==> src/rtl/beq_pkg.sv <==
// Types and constants for the button and rotary encoder event queue.
package beq_pkg;

    localparam int NUM_BUTTONS = 5;
    localparam int BTN_IDX_W   = 3;
    localparam int LOCKOUT_W   = 16;
    localparam int CODE_W      = 3;
    localparam int COUNT_W     = 5;

    localparam logic [LOCKOUT_W-1:0] BUTTON_LOCKOUT_RESET  = 16'd300;
    localparam logic [LOCKOUT_W-1:0] ENCODER_LOCKOUT_RESET = 16'd40;

    localparam logic REG_BUTTON_LOCKOUT  = 1'b0;
    localparam logic REG_ENCODER_LOCKOUT = 1'b1;

    typedef enum logic [2:0] {
        FN_PLAY      = 3'd0,
        FN_NEXT      = 3'd1,
        FN_PREV      = 3'd2,
        FN_MODE      = 3'd3,
        FN_ENC_PUSH  = 3'd4,
        FN_ENC_EDGE  = 3'd5,
        FN_READ      = 3'd6
    } t_func;

    typedef enum logic [2:0] {
        ST_IGNORED = 3'd0,
        ST_QUEUED  = 3'd1,
        ST_DROPPED = 3'd2,
        ST_READ    = 3'd3,
        ST_EMPTY   = 3'd4
    } t_status;

    typedef enum logic [CODE_W-1:0] {
        CODE_PLAY     = 3'd0,
        CODE_NEXT     = 3'd1,
        CODE_PREV     = 3'd2,
        CODE_VOL_UP   = 3'd3,
        CODE_VOL_DOWN = 3'd4,
        CODE_MUTE     = 3'd5,
        CODE_MODE     = 3'd6
    } t_code;

    function automatic t_code button_code(input t_func func);
        t_code code;
        case (func)
            FN_PLAY:     code = CODE_PLAY;
            FN_NEXT:     code = CODE_NEXT;
            FN_PREV:     code = CODE_PREV;
            FN_MODE:     code = CODE_MODE;
            FN_ENC_PUSH: code = CODE_MUTE;
            default:     code = CODE_PLAY;
        endcase
        return code;
    endfunction

endpackage

==> src/rtl/button_encoder_event_queue_unit.sv <==
// Top level of the button and rotary encoder event queue with lockout filtering.
//
//   channel | direction | handshake                | payload
//   --------+-----------+--------------------------+-------------------------------------
//   in      | input     | i_in_valid / o_in_ready  | i_func, i_now, i_clk_level, i_dt_level
//   out     | output    | o_out_valid / i_out_ready| o_status, o_event_code, o_queue_count
//   cfg     | input     | i_cfg_we                 | i_cfg_index, i_cfg_data
//
// One beat is taken every cycle while o_in_ready is high; its result is registered.
// The lockout compare, queue update and ring write finish in the accepting cycle, and the
// ring read data is registered with the result, then moved to the output register.
// Reset clears the timestamps, pointers and count and needs no clearing pass.
// While the output is stalled, o_in_ready falls once both the pipeline and output registers
// hold a beat.
module button_encoder_event_queue_unit
    import beq_pkg::*;
#(
    parameter int QUEUE_DEPTH = 32,
    parameter int TIME_BITS   = 32
) (
    input  logic                 i_clk,
    input  logic                 i_rst_n,
    input  logic                 i_cfg_we,
    input  logic                 i_cfg_index,
    input  logic [LOCKOUT_W-1:0] i_cfg_data,
    input  logic                 i_in_valid,
    output logic                 o_in_ready,
    input  logic [2:0]           i_func,
    input  logic [31:0]          i_now,
    input  logic                 i_clk_level,
    input  logic                 i_dt_level,
    output logic                 o_out_valid,
    input  logic                 i_out_ready,
    output logic [2:0]           o_status,
    output logic [CODE_W-1:0]    o_event_code,
    output logic [COUNT_W-1:0]   o_queue_count
);

    localparam int PTR_W = (QUEUE_DEPTH > 1) ? $clog2(QUEUE_DEPTH) : 1;
    localparam int CNT_W = PTR_W;

    logic [LOCKOUT_W-1:0] r_btn_lockout;
    logic [LOCKOUT_W-1:0] r_enc_lockout;
    logic [TIME_BITS-1:0] r_btn_time [NUM_BUTTONS];
    logic [TIME_BITS-1:0] r_enc_time;
    logic                 r_last_clk;
    logic [CODE_W-1:0]    r_ring [QUEUE_DEPTH];
    logic [PTR_W-1:0]     r_wp;
    logic [PTR_W-1:0]     r_rp;
    logic [CNT_W-1:0]     r_count;

    logic                 r_p_valid;
    t_status              r_p_status;
    t_code                r_p_code;
    logic [COUNT_W-1:0]   r_p_count;
    logic                 r_p_is_read;
    logic [CODE_W-1:0]    r_rd_data;

    logic                 r_o_valid;
    t_status              r_o_status;
    logic [CODE_W-1:0]    r_o_code;
    logic [COUNT_W-1:0]   r_o_count;

    logic                 accept;
    logic                 p_adv;
    t_func                func;
    logic [63:0]          now64;
    logic [63:0]          btn_lock64;
    logic [63:0]          enc_lock64;
    logic [TIME_BITS-1:0] now_t;
    logic [TIME_BITS-1:0] btn_last;
    logic [TIME_BITS-1:0] btn_diff;
    logic [TIME_BITS-1:0] enc_diff;
    logic                 btn_pass;
    logic                 enc_pass;
    logic                 btn_upd;
    logic                 enc_upd;
    logic                 push_req;
    logic                 do_push;
    logic                 do_pop;
    logic                 q_full;
    logic                 q_empty;
    t_status              n_status;
    t_code                n_code;
    logic [CNT_W-1:0]     n_count;
    logic [15:0]          count16;
    logic [BTN_IDX_W-1:0] btn_idx;

    assign func       = t_func'(i_func);
    assign p_adv      = r_p_valid && (!r_o_valid || i_out_ready);
    assign o_in_ready = !r_p_valid || p_adv;
    assign accept     = i_in_valid && o_in_ready;

    assign now64      = 64'(i_now);
    assign btn_lock64 = 64'(r_btn_lockout);
    assign enc_lock64 = 64'(r_enc_lockout);
    assign now_t      = now64[TIME_BITS-1:0];
    assign btn_idx    = i_func;

    always_comb begin
        case (btn_idx)
            3'd0:    btn_last = r_btn_time[0];
            3'd1:    btn_last = r_btn_time[1];
            3'd2:    btn_last = r_btn_time[2];
            3'd3:    btn_last = r_btn_time[3];
            3'd4:    btn_last = r_btn_time[4];
            default: btn_last = r_btn_time[0];
        endcase
    end

    assign btn_diff = now_t - btn_last - btn_lock64[TIME_BITS-1:0];
    assign enc_diff = now_t - r_enc_time - enc_lock64[TIME_BITS-1:0];
    assign btn_pass = (btn_diff != '0) && !btn_diff[TIME_BITS-1];
    assign enc_pass = (enc_diff != '0) && !enc_diff[TIME_BITS-1];

    assign q_full  = (r_count == CNT_W'(QUEUE_DEPTH - 1));
    assign q_empty = (r_count == '0);

    always_comb begin
        n_status = ST_IGNORED;
        n_code   = CODE_PLAY;
        btn_upd  = 1'b0;
        enc_upd  = 1'b0;
        push_req = 1'b0;
        do_push  = 1'b0;
        do_pop   = 1'b0;
        case (func)
            FN_PLAY, FN_NEXT, FN_PREV, FN_MODE, FN_ENC_PUSH: begin
                if (btn_pass) begin
                    btn_upd  = 1'b1;
                    n_code   = button_code(func);
                    push_req = 1'b1;
                end
            end
            FN_ENC_EDGE: begin
                if (enc_pass) begin
                    enc_upd = 1'b1;
                    if (r_last_clk && !i_clk_level) begin
                        n_code   = i_dt_level ? CODE_VOL_UP : CODE_VOL_DOWN;
                        push_req = 1'b1;
                    end
                end
            end
            FN_READ: begin
                if (q_empty) begin
                    n_status = ST_EMPTY;
                end else begin
                    n_status = ST_READ;
                    do_pop   = 1'b1;
                end
            end
            default: begin
                n_status = ST_IGNORED;
            end
        endcase
        if (push_req) begin
            if (q_full) begin
                n_status = ST_DROPPED;
            end else begin
                n_status = ST_QUEUED;
                do_push  = 1'b1;
            end
        end
    end

    always_comb begin
        n_count = r_count;
        if (do_push) begin
            n_count = r_count + CNT_W'(1);
        end else if (do_pop) begin
            n_count = r_count - CNT_W'(1);
        end
    end

    assign count16 = 16'(n_count);

    always_ff @(posedge i_clk) begin
        if (!i_rst_n) begin
            r_btn_lockout <= BUTTON_LOCKOUT_RESET;
            r_enc_lockout <= ENCODER_LOCKOUT_RESET;
        end else if (i_cfg_we) begin
            case (i_cfg_index)
                REG_BUTTON_LOCKOUT:  r_btn_lockout <= i_cfg_data;
                REG_ENCODER_LOCKOUT: r_enc_lockout <= i_cfg_data;
                default:             r_btn_lockout <= r_btn_lockout;
            endcase
        end
    end

    always_ff @(posedge i_clk) begin
        if (!i_rst_n) begin
            for (int i = 0; i < NUM_BUTTONS; i++) begin
                r_btn_time[i] <= '0;
            end
            r_enc_time <= '0;
            r_last_clk <= 1'b1;
            r_wp       <= '0;
            r_rp       <= '0;
            r_count    <= '0;
        end else if (accept) begin
            if (btn_upd) begin
                r_btn_time[btn_idx] <= now_t;
            end
            if (enc_upd) begin
                r_enc_time <= now_t;
                r_last_clk <= i_clk_level;
            end
            if (do_push) begin
                r_wp <= (r_wp == PTR_W'(QUEUE_DEPTH - 1)) ? '0 : r_wp + PTR_W'(1);
            end
            if (do_pop) begin
                r_rp <= (r_rp == PTR_W'(QUEUE_DEPTH - 1)) ? '0 : r_rp + PTR_W'(1);
            end
            r_count <= n_count;
        end
    end

    always_ff @(posedge i_clk) begin
        if (accept && do_push) begin
            r_ring[r_wp] <= n_code;
        end
    end

    always_ff @(posedge i_clk) begin
        if (accept) begin
            r_rd_data <= r_ring[r_rp];
        end
    end

    always_ff @(posedge i_clk) begin
        if (!i_rst_n) begin
            r_p_valid <= 1'b0;
        end else if (accept) begin
            r_p_valid <= 1'b1;
        end else if (p_adv) begin
            r_p_valid <= 1'b0;
        end
    end

    always_ff @(posedge i_clk) begin
        if (accept) begin
            r_p_status  <= n_status;
            r_p_code    <= n_code;
            r_p_count   <= count16[COUNT_W-1:0];
            r_p_is_read <= do_pop;
        end
    end

    always_ff @(posedge i_clk) begin
        if (!i_rst_n) begin
            r_o_valid <= 1'b0;
        end else if (p_adv) begin
            r_o_valid <= 1'b1;
        end else if (i_out_ready) begin
            r_o_valid <= 1'b0;
        end
    end

    always_ff @(posedge i_clk) begin
        if (p_adv) begin
            r_o_status <= r_p_status;
            r_o_code   <= r_p_is_read ? r_rd_data : r_p_code;
            r_o_count  <= r_p_count;
        end
    end

    assign o_out_valid   = r_o_valid;
    assign o_status      = r_o_status;
    assign o_event_code  = r_o_code;
    assign o_queue_count = r_o_count;

endmodule
==> config.mk <==
export PLATFORM = sky130hd
export DESIGN_NAME = button_encoder_event_queue_unit
export DESIGN_NICKNAME = d
export VERILOG_FILES = /design/src/rtl/beq_pkg.sv /design/src/rtl/button_encoder_event_queue_unit.sv
export SDC_FILE = /design/constraint.sdc
export NUM_CORES = 1
export LEC_CHECK = 0
export ABC_CLOCK_PERIOD_IN_PS = 12200
export BUFFER_PORTS_ARGS = -buffer_cell sky130_fd_sc_hd__buf_4
export CAP_MARGIN = 0
export CORE_ASPECT_RATIO = 0.6
export CORE_MARGIN = 5
export CORE_UTILIZATION = 60
export CTS_CLUSTER_DIAMETER = 80
export CTS_CLUSTER_SIZE = 14
export DETAILED_ROUTE_END_ITERATION = 12
export PLACE_DENSITY_LB_ADDON = 0.15
export SLEW_MARGIN = 40
export SYNTH_ARGS = -nofsm -noshare
export SYNTH_HDL_FRONTEND = slang
export SYNTH_SLANG_ARGS = --single-unit
==> constraint.sdc <==
create_clock -name i_clk -period 12.2 [get_ports i_clk]
set_input_delay 0.61 -clock i_clk [delete_from_list [all_inputs] [get_ports i_clk]]
set_output_delay 0.61 -clock i_clk [all_outputs]
set_load 0.03 [all_outputs]
==> key figures, run 1 <==
Clocking
  • Post-CTS setup buffer count: 0
  • Post-CTS sizing: 0
  • CTS Buf Count: 29
  • CTS H-tree lvls: 1
  • TritonCTS clock tree: built
  • Worst skew pair latency: 0.58 ns
  • Reg clk slew, reported paths: 0.06 ns
  • Clock Tree Buf Depth: 3
  • Root buffer cell: clkbuf_16
  • Clock sink total: 364
  • Hold Buf Count CTS: 0

Floorplan
  • Core ar.: 34700 µm²
  • Number of top-level pins: 72
  • Die area: ~40000 µm²
  • Die W: 251 µm
  • Die Ht: approximately 150 µm
  • Initial Util: 0.603
  • FP Rows: 53

Final layout
  • Final Cell Area: 22600 µm²
  • Final Util: 0.651
  • Area growth syn-to-layout: 7.88%
  • N_diodes: 0
  • Fill count: ~2700
  • Fin nets: about 2200
  • Layout cells sized above 1: 0.111

Power
  • Tot Pwr: 0.00320 W
  • Maximum vdd ir drop: about 0.13 mV
  • P_leak: around 8.5 nW
  • Pwr Density: ~140 nW/µm²

GRT
  • Top Usage Layer GRT: met1
  • Vias in the first global route: 14831
  • First-pass GRT wire length: approximately 90000 µm
  • Met1 GRT Util: 0.525
  • GRT Residual Overflow: 0
  • Largest net degree at the start of global routing: 86
  • Antenna violations before repair: 2
  • Met3 usage: 0.0897
  • Met2 Usage GRT: 0.372
  • Total GRT Usage: 0.304

Drt
  • Vias per Instance: 6.58
  • Drt total wl: 60300 µm
  • DR pass1 iterations: 6
  • Residual DRC: 0
  • Routed Antenna Nets: 0
  • Wire per inst: between 20 and 25 µm
  • Total number of vias: around 16000
  • Initial drt markers: 2157

STA
  • Period minus WS final: between 7 and 8 ns
  • Count of final max-slew check failures: 0
  • Slew @ Worst Pin: 0.789 ns
  • Worst slew margin: 0.468
  • Clock Skews: 0.0134 ns
  • Number of setup violations in the final report: 0
  • Fmax: roughly 140 MHz
  • Final hold violation count: 0
  • Total Negative Setup Slacks: 0 ns
  • Final period utilization: 0.594
  • RSZ-0062 raised after global routing: no

Synth
  • Most frequent cells after synthesis: edfxtp_1, nand2_1, inv_1, a21oi_1, ha_1
  • Yosys warnings: 0
  • Sequential-to-total area share from yosys stat: 0.482
  • Mapped Cells: about 2000
  • Async S/R FF share, synth: 0
  • Synth Cell Area: 21000 µm²
  • Largest cells by area after synthesis: edfxtp_1, dfxtp_1, ha_1, mux4_2, nand2_1
  • Count leader, synth: edfxtp_1
  • Post-synthesis cell type count: 99
  • Mean Syn Cell Area: between 10 and 15 µm²
  • Syn_nets: 2160
  • Top FF cell, synth: edfxtp_1
  • Post-synth EDFFs: 282
  • Leading area contributor after synthesis: edfxtp_1
  • Yosys top cell area share: 0.404
  • Yosys reg bits: ~360

Run
  • Max-cap check violation count: 0

Setup path
  • Worst endpoint data arrival time: 7.54 ns
  • CP Capture Type: flop
  • Worst EP required: 12.50 ns
  • CP cell instances: buf_4 > or3_1 > nand2_1 > buf_4 > a21oi_1 > fa_1 > ha_1 > nand2_1 > a21oi_1 > a21oi_1 > a21oi_2 > nor3_1 > or4_1 > a2111oi_2 > nand4_2 > nand3_2 > buf_6 > nor3_1 > buf_4 > nand2b_1 > buf_4
  • Crit path max fanout: 85
  • CP Class: primary input to flop
  • Crit-path slowest cell: or3_1
  • Worst Setup SP: i_func[2]
  • R2R Path Start: r_btn_time[4][14]
  • CP startpoint kind: primary input
  • Crit-path most repeated cell: buf_4
  • CP max stage delay: approximately 0.66 ns

Run status
  • Outcome: completed

Worst hold path
  • Hold/Removal Path Class: primary input to flop
  • Hold Startpoint: i_in_valid

Placement
  • # port buffers: 71
  • GPL Wtd Cong: 1.03
  • Hpwl dp: 45400 µm
  • Placed cell areas: 21800 µm²
-- sequential cells by signal, summed over array words and instances (netlist names) --
signal and count:
r_enc_lockout 16, r_rp 5, r_p_is_read 1, r_wp 5, r_p_code 3, r_ring 96
r_enc_time 32, r_count 5, r_p_valid 1, o_queue_count 5, r_p_count 5, r_rd_data 3
o_status 3, r_btn_lockout 16, r_last_clk 1, o_out_valid 1, o_event_code 3, r_btn_time 160
r_p_status 3
-- per-layer routing --
layer	vias to the layer above	routed length [µm]
met5	-	0
met4	0	972
met3	64	7460
met2	879	22300
met1	7942	29600
li1	7288	-
-- cell families after synthesis --
kind of cell,share of synthesized area
compound gates,0.137
flops,0.482
xor+xnor,0.0113
mux,0.0566
buf+inv,0.0531
fa+ha+maj,0.0938
simple gates,0.167
-- report_power, final --
part | switching [W] | total, W | leakage (nW) | internal, W
Combinational | 0.000603 | 0.000880 | 4.70 | 0.000277
Clock | 0.000430 | 0.000879 | 0.390 | 0.000448
Sequential | 0.0000314 | 0.00144 | 3.45 | 0.00141
Total | 0.00106 | 0.00320 | 8.54 | 0.00213
-- metrics by stage --
stage / setup WS, ns / instances / hold WS, ns
5_1_grt: 4.57 / 2457 / 0.264
6_report: 4.96 / 2457 / 0.261
3_5_place_dp: 4.38 / 2403 / 0.405
4_1_cts: 4.98 / 2457 / 0.246
3_3_place_gp: 4.46 / 2403 / 0.406
2_1_floorplan: 5.80 / 1963 / 0.400
-- worst max-delay path, delay by kind of cell --
| kind | cells | cell delay [ns] |
|---|---|---|
| compound gates | 5 | 1.53 |
| simple gates | 9 | 2.72 |
| buf+inv | 5 | 1.60 |
| fa+ha+maj | 2 | 1.02 |
-- area by class of cell --
class,instances,area [µm²],share of cell area
clock buffers,53,816,0.0361
inverters,157,589,0.0260
well taps,467,584,0.0258
clock inverters,1,8.76,0.000387
flip-flops and latches,364,10100,0.447
multi-input cells,1321,9800,0.433
repair buffers,94,713,0.0315
-- layout by cell type, fill, tap and decap left out, types with 12 or more instances in the layout --
| cell type | instances |
|---|---|
| nand2_1 | 177 |
| o21ai_0 | 38 |
| a31oi_1 | 13 |
| and3_1 | 44 |
| fa_1 | 32 |
| nor2_1 | 94 |
| buf_4 | 92 |
| nand4_1 | 24 |
| nand2b_1 | 15 |
| nor4_1 | 89 |
| o211ai_1 | 23 |
| ha_1 | 106 |
| and2_1 | 90 |
| edfxtp_1 | 282 |
| nor3_1 | 24 |
| dfxtp_1 | 81 |
| inv_1 | 151 |
| mux2i_1 | 42 |
| xnor2_1 | 19 |
| nand3_1 | 46 |
| o21a_1 | 12 |
| clkbuf_16 | 29 |
| mux4_2 | 30 |
| a22oi_1 | 67 |
| a21oi_1 | 127 |
| clkbuf_1 | 24 |
-- worst paths after layout --
check | slack, ns | end | depth (start not counted)
setup reg to reg | 5.57 | r_btn_time[2][23] | 19
hold / removal | 0.26 | r_p_valid | 3
hold reg to reg | 0.42 | o_queue_count[1] | 0
setup / recovery | 4.96 | r_btn_time[2][23] | 21
Power figures use the tool's default switching activity.
==> run 2, diff against run 1 <==
ABC_CLOCK_PERIOD_IN_PS = 7300   (was 12200)
clock period = 7.3 ns   (was 12.2 ns; I/O delays follow)
==> run 2 against run 1 <==
  * Die area unchanged
  * Cell count up 1.1%
  * Worst setup slack worse by 3.5 ns
  * Non-clock buffer count up 30
  * Sequential cell count unchanged
  * Clock power up 64%
  * Combinational power up 73%
  * Power up 68%
  * Critical path type unchanged
  * Critical endpoint is now r_btn_time[2][27]
  * Largest cell class unchanged
  * Highest routed layer unchanged
==> key figures, run 2 (synthesis gave the netlist of run 1 again) <==
Run status
  • Outcome: completed

STA
  • Final hold violation count: 0
  • Clock Skews: 0.0170 ns
  • RSZ-0062 raised after global routing: no
  • Period minus WS final: 5.82 ns
  • Slew @ Worst Pin: 0.815 ns
  • Fmax: 172 MHz
  • Final period utilization: 0.797
  • Number of setup violations in the final report: 0
  • Count of final max-slew check failures: 0
  • Total Negative Setup Slacks: 0 ns
  • Worst slew margin: 0.454
  • Hold_ws: 0.0450 ns

GRT
  • Antenna violations before repair: 0
  • GRT Residual Overflow: 0
  • Largest net degree at the start of global routing: 86
  • First-pass GRT wire length: 91600 µm
  • Total GRT Usage: 0.307
  • Vias in the first global route: between 10000 and 15000

Final layout
  • Biggest register: r_btn_time
  • Largest register FFs: 160
  • Fill count: roughly 2800
  • Final Cell Area: between 20000 and 25000 µm²
  • Final Util: 0.662
  • Most common cell after layout, fill and taps aside: edfxtp_1
  • Fin nets: 2194
  • Top Registers: r_btn_time: 160 flops, r_ring: 96 flops, r_enc_time: 32 flops
  • Fin cells: ~2500
  • Layout cells sized above 1: 0.123
  • Most frequent cells in the layout: edfxtp_1, nand2_1, inv_1, a21oi_1, buf_4
  • Area growth syn-to-layout: 9.63%

Setup path
  • Worst endpoint data arrival time: 6.10 ns
  • FF-to-FF path depth: 18
  • Flop2flop setup slack: 1.64 ns
  • Crit path max fanout: 31
  • R2R Path Start: r_enc_lockout[0]
  • CP Class: primary input to flop
  • Worst EP required: 7.59 ns
  • R2R Path End: r_enc_time[13]
  • CP startpoint kind: primary input
  • CP Capture Type: flop

Clocking
  • Post-CTS setup buffer count: 0
  • TritonCTS clock tree: built
  • Clock Tree Buf Depth: 3
  • CTS Buf Count: 29
  • Clock sink total: 364
  • Hold Buf Count CTS: 0
  • Reg clk slew, reported paths: ~0.07 ns
  • Root buffer cell: clkbuf_16
  • Worst skew pair latency: approximately 0.56 ns
  • CTS H-tree lvls: 1
  • Post-CTS sizing: 0

Run
  • Max-cap check violation count: 0

Placement
  • Placed cell areas: approximately 22000 µm²
  • Cells after DPL: 2433
  • # port buffers: 71
  • Hpwl dp: 45900 µm
  • GPL Wtd Cong: 1.01

Floorplan
  • Core ar.: 34700 µm²
  • Number of top-level pins: 72
  • Die Ht: 155 µm
  • Die W: 251 µm
  • Die area: 38900 µm²
  • Initial Util: 0.603
  • FP Rows: 53

Worst hold path
  • Hold Startpoint: i_in_valid
  • Hold/Removal Path Class: primary input to flop
  • Hold EP: r_p_valid
  • Worst Hold Path Cells: 3

Drt
  • Vias per Instance: 6.54
  • Residual DRC: 0
  • DR pass1 iterations: 6
  • Wire per inst: 24.6 µm
  • Routed Antenna Nets: 0
  • Drt total wl: roughly 61000 µm
  • Initial drt markers: ~2200
  • Total number of vias: 16250

Power
  • Pwr Density: 233 nW/µm²
  • Maximum vdd ir drop: 0.202 mV
  • P_leak: 8.73 nW
[run 2: layer usage]
layer  wire [µm]  up-vias  GRT usage
met1       29400     7941      0.518
met4         677        0     0.0358
li1            -     7349          -
met2       22700      904      0.376
met3        8520       56      0.117
met5           0        -          0
[run 2: cell type report]
class,count,area (µm²),area share
well taps,467,584,0.0254
inverters,157,589,0.0256
multi-input cells,1321,9790,0.426
repair buffers,124,1100,0.0477
clock buffers,51,808,0.0352
flip-flops and latches,364,10100,0.440
diodes,1,2.50,0.000109
[run 2: report_power, final]
group / internal (W) / switching [W] / total (W) / leakage (nW)
combinational: 0.000521 / 0.00100 / 0.00152 / 4.90
clock: 0.000743 / 0.000696 / 0.00144 / 0.383
sequential: 0.00235 / 0.0000515 / 0.00240 / 3.45
[run 2: through the flow]
step,worst slack (ns),total power [W]
CTS,1.71,0.00531
global route,1.34,0.00558
floorplan,1.15,0.00339
detailed placement,1.14,0.00389
global placement,1.13,0.00389
finish,1.48,0.00536
[run 2: worst max-delay path by stage]
stage | from | end | slack (ns) | cells past startpoint
6_report | i_func[2] | r_btn_time[2][27] | 1.48 | 22
3_3_place_gp | i_func[2] | r_p_count[3] | 1.13 | 21
5_1_grt | i_func[2] | r_btn_time[4][24] | 1.34 | 22
4_1_cts | i_func[2] | r_btn_time[2][27] | 1.71 | 22
2_1_floorplan | i_func[2] | r_btn_time[4][0] | 1.15 | 22
3_5_place_dp | i_func[2] | r_btn_time[2][27] | 1.14 | 22
[run 2: critical path, stage by stage]
cell and delay [ns]:
buf_4 0.14, or3_1 0.36, buf_4 0.21, nand2_1 0.11, buf_4 0.38, a21oi_1 0.16
fa_1 0.46, ha_1 0.49, inv_1 0.17, a31oi_1 0.34, o2111ai_1 0.19, nor4_1 0.39
nand4_1 0.23, a2111o_1 0.52, nor4_1 0.30, buf_4 0.16, nand4_2 0.07, buf_4 0.20
nand3_2 0.14, buf_4 0.34, buf_4 0.25, nor4_1 0.07
